## config.mk

```make
export PLATFORM = sky130hd
export DESIGN_NAME = ntc_ctrl
export DESIGN_NICKNAME = d
export VERILOG_FILES = /design/src/hw/rtl/ntc_pkg.sv /design/src/hw/rtl/ntc_ctrl.sv
export SDC_FILE = /design/constraint.sdc
export NUM_CORES = 1
export LEC_CHECK = 0
export BUFFER_PORTS_ARGS = -buffer_cell sky130_fd_sc_hd__buf_4
export CAP_MARGIN = 10
export CORE_AREA = 4 4 41 43
export DETAILED_ROUTE_END_ITERATION = 8
export DIE_AREA = 0 0 45 47
export MAX_ROUTING_LAYER = met4
export PLACE_DENSITY = 0.64
export SLEW_MARGIN = 20
export SYNTH_ARGS = -nofsm -noshare
export SYNTH_HDL_FRONTEND = slang
export SYNTH_SLANG_ARGS = --single-unit
```

## constraint.sdc

```tcl
create_clock -name clock -period 1.9 [get_ports clock]
set_clock_uncertainty 0.15 [all_clocks]
set_input_delay 0.19 -clock clock [delete_from_list [all_inputs] [get_ports clock]]
set_output_delay 0.19 -clock clock [all_outputs]
set_load 0.02 [all_outputs]
```

## src/hw/rtl/ntc_pkg.sv

```systemverilog
// Package for the null transition closure block: opcodes, status codes,
// controller states and the command and status structs between the two halves.
// Depends on nothing; imported by every module of the block.
package ntc_pkg;

   localparam int DEF_MAX_STATES = 32;
   localparam int STATE_W        = 5;
   localparam int WEIGHT_W       = 32;
   localparam int STATUS_W       = 3;
   localparam int COUNT_W        = 11;
   localparam int NUM_W          = 6;
   localparam int NUM_RESET      = 32;

   typedef enum logic [1:0] {
      OP_ADD,
      OP_CLOSE,
      OP_QUERY,
      OP_CLEAR
   } opcode_type;

   typedef enum logic [STATUS_W-1:0] {
      ST_ADDED,
      ST_UPGRADED,
      ST_UNCHANGED,
      ST_ERROR,
      ST_DONE
   } status_type;

   typedef enum logic [3:0] {
      S_INIT_SWEEP,
      S_IDLE,
      S_ADD_RD,
      S_ADD_WR,
      S_QRY_RD,
      S_QRY_RSP,
      S_CLR_SWEEP,
      S_CL_IK_RD,
      S_CL_IK_LAT,
      S_CL_RD,
      S_CL_UPD,
      S_CL_DONE
   } fsm_type;

   typedef enum logic [1:0] {
      RD_REQ,
      RD_IK,
      RD_KJ
   } rd_sel_type;

   typedef enum logic [1:0] {
      RSP_ADD,
      RSP_QUERY,
      RSP_CLOSE,
      RSP_DONE
   } rsp_kind_type;

   typedef struct packed {
      logic         latch_req;
      logic         sweep_start;
      logic         sweep_step;
      logic         rd_en;
      rd_sel_type   rd_sel;
      logic         add_write;
      logic         ik_latch;
      logic         cl_start;
      logic         cl_update;
      logic         step_j;
      logic         step_i;
      logic         rsp_en;
      rsp_kind_type rsp_kind;
   } ctrl_cmd_type;

   typedef struct packed {
      logic sweep_last;
      logic ik_skip;
      logic j_last;
      logic ik_final;
   } dp_stat_type;

endpackage

```

## src/hw/rtl/ntc_ctrl.sv

```systemverilog
// Controller state machine of the null transition closure block.
// Depends on ntc_pkg; drives the datapath through ctrl_cmd_type commands.
module ntc_ctrl import ntc_pkg::*; (
   input  logic         clock,
   input  logic         reset,
   input  logic         start,
   input  opcode_type   opcode,
   input  dp_stat_type  stat,
   output ctrl_cmd_type cmd,
   output logic         busy
);

   fsm_type state_ff, state_in;

   always_ff @(posedge clock) begin
      if (reset) begin
         state_ff <= S_INIT_SWEEP;
      end else begin
         state_ff <= state_in;
      end
   end

   always_comb begin
      state_in = state_ff;
      unique case (state_ff)
         S_INIT_SWEEP: begin
            if (stat.sweep_last) state_in = S_IDLE;
         end
         S_IDLE: begin
            if (start) begin
               unique case (opcode)
                  OP_ADD:   state_in = S_ADD_RD;
                  OP_CLOSE: state_in = S_CL_IK_RD;
                  OP_QUERY: state_in = S_QRY_RD;
                  OP_CLEAR: state_in = S_CLR_SWEEP;
                  default:  state_in = S_IDLE;
               endcase
            end
         end
         S_ADD_RD:    state_in = S_ADD_WR;
         S_ADD_WR:    state_in = S_IDLE;
         S_QRY_RD:    state_in = S_QRY_RSP;
         S_QRY_RSP:   state_in = S_IDLE;
         S_CLR_SWEEP: begin
            if (stat.sweep_last) state_in = S_IDLE;
         end
         S_CL_IK_RD:  state_in = S_CL_IK_LAT;
         S_CL_IK_LAT: begin
            if (!stat.ik_skip) begin
               state_in = S_CL_RD;
            end else if (stat.ik_final) begin
               state_in = S_CL_DONE;
            end else begin
               state_in = S_CL_IK_RD;
            end
         end
         S_CL_RD:     state_in = S_CL_UPD;
         S_CL_UPD: begin
            if (!stat.j_last) begin
               state_in = S_CL_RD;
            end else if (stat.ik_final) begin
               state_in = S_CL_DONE;
            end else begin
               state_in = S_CL_IK_RD;
            end
         end
         S_CL_DONE:   state_in = S_IDLE;
         default:     state_in = S_IDLE;
      endcase
   end

   always_comb begin
      cmd = '0;
      unique case (state_ff)
         S_INIT_SWEEP: cmd.sweep_step = 1'b1;
         S_IDLE: begin
            if (start) begin
               cmd.latch_req   = 1'b1;
               cmd.cl_start    = (opcode == OP_CLOSE);
               cmd.sweep_start = (opcode == OP_CLEAR);
            end
         end
         S_ADD_RD: begin
            cmd.rd_en  = 1'b1;
            cmd.rd_sel = RD_REQ;
         end
         S_ADD_WR: begin
            cmd.add_write = 1'b1;
            cmd.rsp_en    = 1'b1;
            cmd.rsp_kind  = RSP_ADD;
         end
         S_QRY_RD: begin
            cmd.rd_en  = 1'b1;
            cmd.rd_sel = RD_REQ;
         end
         S_QRY_RSP: begin
            cmd.rsp_en   = 1'b1;
            cmd.rsp_kind = RSP_QUERY;
         end
         S_CLR_SWEEP: begin
            cmd.sweep_step = 1'b1;
            cmd.rsp_en     = stat.sweep_last;
            cmd.rsp_kind   = RSP_DONE;
         end
         S_CL_IK_RD: begin
            cmd.rd_en  = 1'b1;
            cmd.rd_sel = RD_IK;
         end
         S_CL_IK_LAT: begin
            cmd.ik_latch = 1'b1;
            cmd.step_i   = stat.ik_skip && !stat.ik_final;
         end
         S_CL_RD: begin
            cmd.rd_en  = 1'b1;
            cmd.rd_sel = RD_KJ;
         end
         S_CL_UPD: begin
            cmd.cl_update = 1'b1;
            cmd.step_j    = !stat.j_last;
            cmd.step_i    = stat.j_last && !stat.ik_final;
         end
         S_CL_DONE: begin
            cmd.rsp_en   = 1'b1;
            cmd.rsp_kind = RSP_CLOSE;
         end
         default: cmd = '0;
      endcase
   end

   assign busy = (state_ff != S_IDLE);

endmodule

```

==> run summary, run 1 <==
CTS Buf Count = 3
Core area = 0.00130 mm²
Die W = 45 µm
Fin Hold WS = 0.122 ns
Yosys warnings = 0
Crit path DAT = 1.42 ns
Top flop regs = state_ff: 4 flops
Yosys top cell area share = 0.162
Setup crit start kind = flip-flop
DRC Markers = 0
GPL Wtd Cong = 0.846
CP Class = flip-flop to output pin
Sink Count = 4
Biggest register = state_ff
Worst vdd ir = 0.349 mV
Flop-to-flop setup slack = 0.36 ns
Io pins = 25
Layout cell share with drive strength beyond 1 = 0.396
Worst-path fanout max = 13
Switch Pwr = 0.105 mW
Clock Latency Late Sink = 0.24 ns
Int Pwr = 0.213 mW
Nets = 112
Wire per inst = 13.7 µm
Worst-case clock buffer depth = 2
Router iterations before antenna repair = 3
Initial Util = 0.379
Total GRT Usage = 0.185
Post-CTS setup buffer count = 0
Clock power share = 0.343
Number of global-route vias before repair = 616
Worst-Margin Slew = 0.372 ns
Initial antenna violation count = 0
Syn_nets = 82
Global-route wire length before repair = 2.74 mm
H-Tree Depth = 1
Largest register FFs = 4
Lkg Pwr = 0.341 nW
Rel. slew slack = 0.745
Biggest area consumer among synthesized cells = dfxtp_1
Sequential area share after synthesis = 0.162
Seq cells post-synth = 4
Full die area = 0.00212 mm²
Port-buffer cells = 24
Final setup violation count = 0
Inserted Diodes = 0
Total vias in the final route = 609
Netlist cell types = 28
Grt total ovfl = 0
Area Overhead vs Synth = 51.8%
Chip height = 47 µm
Largest net degree at the start of global routing = 14
DRT antenna net count = 0
Sw Share = 0.330
HP Class = primary input to flip-flop
Mapped Avg Cell Area = 6.75 µm²
Area contributors post-synth = dfxtp_1 16%, nand2b_1 8.9%, nor2_1 8.4%, a21oi_1 8.1%, nor3_1 6.1%
Worst-path clk slew = 0.04 ns
Post-Syn Area = 493 µm²
Slew Limit Fails = 0
CP endpoint kind = output pin
Minimum clock period = 1.76 ns
Max Cap Viol = 0
Via density = 5.25
Rows = 13
Req. time, crit path = 1.56 ns
RSZ-0062 raised after global routing = false
Part of the power in registers = 0.283
Initial DRC Count = 9
Fin crit share = 0.928
CTS tree = yes
Peak Freq = 567 MHz
Post-Layout Cell Count = 116
Power Density = 425 mW/mm²
Dpl hpwl = 1.26 mm
Final Hold Viols = 0
Final WL = 1.59 mm
CTS Root Cell = clkbuf_4
Final setup TNS = 0 ns
Combinational share of power = 0.374
Placed cell count = 112
Syn Inst Count = 73
Status = finished, final reports clean
-- through the flow --
step            util  setup WS, ns  total power, mW  instance area, µm²
6_report       0.575         0.136            0.318                 748
5_1_grt        0.575        0.0123            0.344                 748
4_1_cts        0.567        0.0466            0.322                 738
3_5_place_dp   0.540         0.222            0.208                 703
3_3_place_gp   0.540         0.215            0.208                 703
2_1_floorplan      -         0.201            0.156                 493
-- synthesized netlist by cell type, drive strengths merged --
| cell | n |
|---|---|
| a211oi | 2 |
| a21o | 1 |
| a21oi | 8 |
| a311oi | 1 |
| and2 | 1 |
| and3 | 2 |
| buf | 4 |
| clkbuf | 1 |
| dfxtp | 4 |
| inv | 2 |
| mux2i | 2 |
| nand2 | 5 |
| nand2b | 7 |
| nor2 | 11 |
| nor2b | 3 |
| nor3 | 7 |
| nor3b | 1 |
| nor4 | 2 |
| o21ai | 1 |
| o21bai | 1 |
| o22ai | 3 |
| o31ai | 1 |
| o32a | 1 |
| or3b | 1 |
| xor2 | 1 |
-- layout by cell type, fill, tap and decap left out, drive strengths merged, types with 2 or more instances in the layout --
| cell type | Yosys | routed |
|---|---|---|
| o22ai | 3 | 3 |
| inv | 2 | 2 |
| nand2 | 5 | 5 |
| a21oi | 8 | 8 |
| nand2b | 7 | 7 |
| nor2 | 11 | 11 |
| nor2b | 3 | 3 |
| nor4 | 2 | 2 |
| clkbuf | 1 | 3 |
| dfxtp | 4 | 4 |
| a211oi | 2 | 2 |
| mux2i | 2 | 2 |
| nor3 | 7 | 7 |
| buf | 4 | 29 |
| and3 | 2 | 2 |
-- metal layers --
metal  track usage  wire length [µm]  part of all wire
met1         0.218               719              0.45
met2         0.291               760              0.48
met4        0.0585                18             0.011
met5             -                 0                 0
met3        0.0690                91             0.057
-- logic make-up (layout without fill, tap and decap cells) --
family                    after synthesis  after routing  share of synthesized area
AOI/OAI and AO/OA                      19             19                      0.254
and+or+nand+nor                        40             40                      0.457
DFF                                     4              4                      0.162
buffers and inverters                   7             35                     0.0685
xor gates and xnor gates                1              1                     0.0178
muxes                                   2              2                     0.0406
-- area by class of cell --
type,instances,area (µm²)
Timing Repair Buffer,30,228
Clock buffer,3,22.5
Inverter,2,7.51
Sequential cell,4,85.1
Multi-Input combinational cell,62,387
Fill cell,140,553
Tap cell,15,18.8
-- worst paths after layout --
check,cells after the start,start,end
setup / recovery,3,state_ff[3],cmd[3]
hold / removal,4,start,state_ff[0]
setup reg to reg,5,state_ff[0],state_ff[1]
hold reg to reg,2,state_ff[0],state_ff[0]
-- critical path, cell delays in order, from the launching register on --
cell      delay, ns
dfxtp_2        0.45
nand2b_1       0.25
nor4_4         0.29
buf_4          0.19
-- power groups by stage --
stage / combinational, mW / sequential [mW] / clock [mW]
detailed placement: 0.116 / 0.0922 / 0
global placement: 0.116 / 0.0920 / 0
floorplan: 0.0644 / 0.0915 / 0
finish: 0.119 / 0.0900 / 0.109
CTS: 0.118 / 0.0909 / 0.114
global route: 0.131 / 0.0905 / 0.122
-- repair_timing --
action	CTS	global route
gates resized for setup	2	4
gates cloned	0	0
endpoints found under the hold margin	1	0
hold buffers	1	0
endpoints found under the setup margin	5	4
(Power assumes the default switching activity.)
==> run 2: changes to the inputs <==
CORE_AREA = 2 2 39 41   (was 4 4 41 43)
DIE_AREA = 0 0 41 43   (was 0 0 45 47)
==> run 2 against run 1 <==
Effect of this change: critical path type unchanged; core utilization decreased by 4.8 points; worst setup slack got worse by 0.036 ns; die area decreased by 17%; non-clock buffer count decreased by 2; clock-buffer cell count unchanged; largest cell class unchanged; via count increased by 2.0%; fmax is 2.0% lower; sequential share of layout area decreased by 0.050 points.
==> run summary, run 2 (synthesized netlist as in run 1, its figures left out) <==
Status = finished, final reports clean
Final setup violation count = 0
Inserted Diodes = 0
Layout cell share with drive strength beyond 1 = 0.394
GPL Wtd Cong = 0.836
Final Hold Viols = 0
CTS Buf Count = 3
R2R cell count = 4
Nets = 110
CTS Root Cell = clkbuf_4
Slew Limit Fails = 0
CTS tree = yes
Total vias in the final route = 621
Power Density = 431 mW/mm²
Largest net degree at the start of global routing = 13
Rows = 14
Minimum clock period = 1.80 ns
CP Class = flip-flop to output pin
Worst-case clock buffer depth = 2
Biggest register = state_ff
CP endpoint kind = output pin
Worst vdd ir = 0.198 mV
Clock Latency Late Sink = 0.24 ns
Grt total ovfl = 0
Global-route wire length before repair = 2.30 mm
Most frequent cells in the layout = 28 x buf_4, 11 x nor2_1, 8 x a21oi_1, 6 x nor3_1, 6 x nand2b_1
Die W = 41 µm
Sink Count = 4
Rel. slew slack = 0.741
Design area = 729 µm²
Final WL = 1.44 mm
Cell Area, Placed = 697 µm²
Peak Freq = 556 MHz
Setup crit start kind = flip-flop
Req. time, crit path = 1.56 ns
Hold_buf cts = 0
Port-buffer cells = 24
DRT antenna net count = 0
Top flop regs = state_ff: 4 flops
Area of the multi-input gates = 387 µm²
Fin Hold WS = 0.00162 ns
Fin crit share = 0.947
Dpl hpwl = 1.09 mm
Max Cap Viol = 0
Io pins = 25
Chip height = 43 µm
Via density = 5.40
Post-Route M1 WL = 653 µm
Metal2 WL = 661 µm
Core area = 0.00138 mm²
Wire per inst = 12.5 µm
Worst-Margin Slew = 0.388 ns
Crit path DAT = 1.46 ns
Number of global-route vias before repair = 556
Router iterations before antenna repair = 3
HP Class = primary input to flip-flop
Final setup TNS = 0 ns
Largest register FFs = 4
Initial antenna violation count = 0
Worst-path fanout max = 12
Fillers = 156
Worst-path clk slew = 0.04 ns
Wire length on met3 = 95 µm
Initial Util = 0.356
Top routing layer used = met4
Full die area = 0.00176 mm²
Lkg Pwr = 0.332 nW
Area Overhead vs Synth = 48.0%
Sequential standard cell area = 82.6 µm²
Initial DRC Count = 4
Most common cell after layout, fill and taps aside = buf_4
DRC Markers = 0
Total GRT Usage = 0.188
H-Tree Depth = 1
Layout Utilization = 0.527
Hold Crit Depth = 2
run 2: area by class of cell:
cell class,instances,share of cell area
timing repair buffer,28,0.288
sequential,4,0.113
tap,16,0.0274
multi-input combinational,62,0.530
clock buffer,3,0.0309
inverter,2,0.0103
run 2: per-layer routing:
metal,track usage,up-vias
li1,-,319
met1,0.254,271
met2,0.278,26
met3,0.0157,5
met4,0.0800,0
met5,-,-
run 2: critical path, cell delays in order, from the launching register on:
cell and delay [ns]:
dfxtp_1 0.55, nor2_1 0.12, and3_1 0.23, and3_1 0.18
buf_4 0.15
run 2: where the power goes:
part / internal, mW / total (mW) / leakage (nW) / switching (mW)
clock: 0.0710 / 0.111 / 0.0138 / 0.0399
sequential: 0.0877 / 0.0922 / 0.0336 / 0.00458
combinational: 0.0512 / 0.111 / 0.284 / 0.0599
run 2: worst paths after layout:
| path | to | slack (ns) | startpoint |
|---|---|---|---|
| setup / recovery | cmd[13] | 0.10 | state_ff[2] |
| hold / removal | state_ff[1] | 0.002 | reset |
| hold reg to reg | state_ff[0] | 0.50 | state_ff[0] |
| setup reg to reg | state_ff[1] | 0.26 | state_ff[2] |
run 2: stage by stage:
step | total power [mW] | cells | worst slack, ns
after CTS | 0.312 | 115 | 0.0385
after floorplan | 0.156 | 73 | 0.201
after detailed placement | 0.203 | 112 | 0.224
after global routing | 0.330 | 115 | -0.000232
after global placement | 0.202 | 112 | 0.206
final | 0.314 | 115 | 0.100
run 2: what timing repair did:
item	4_1_cts	5_1_grt
gates resized for setup	2	3
setup buffers	0	0
endpoints found under the setup margin	3	4
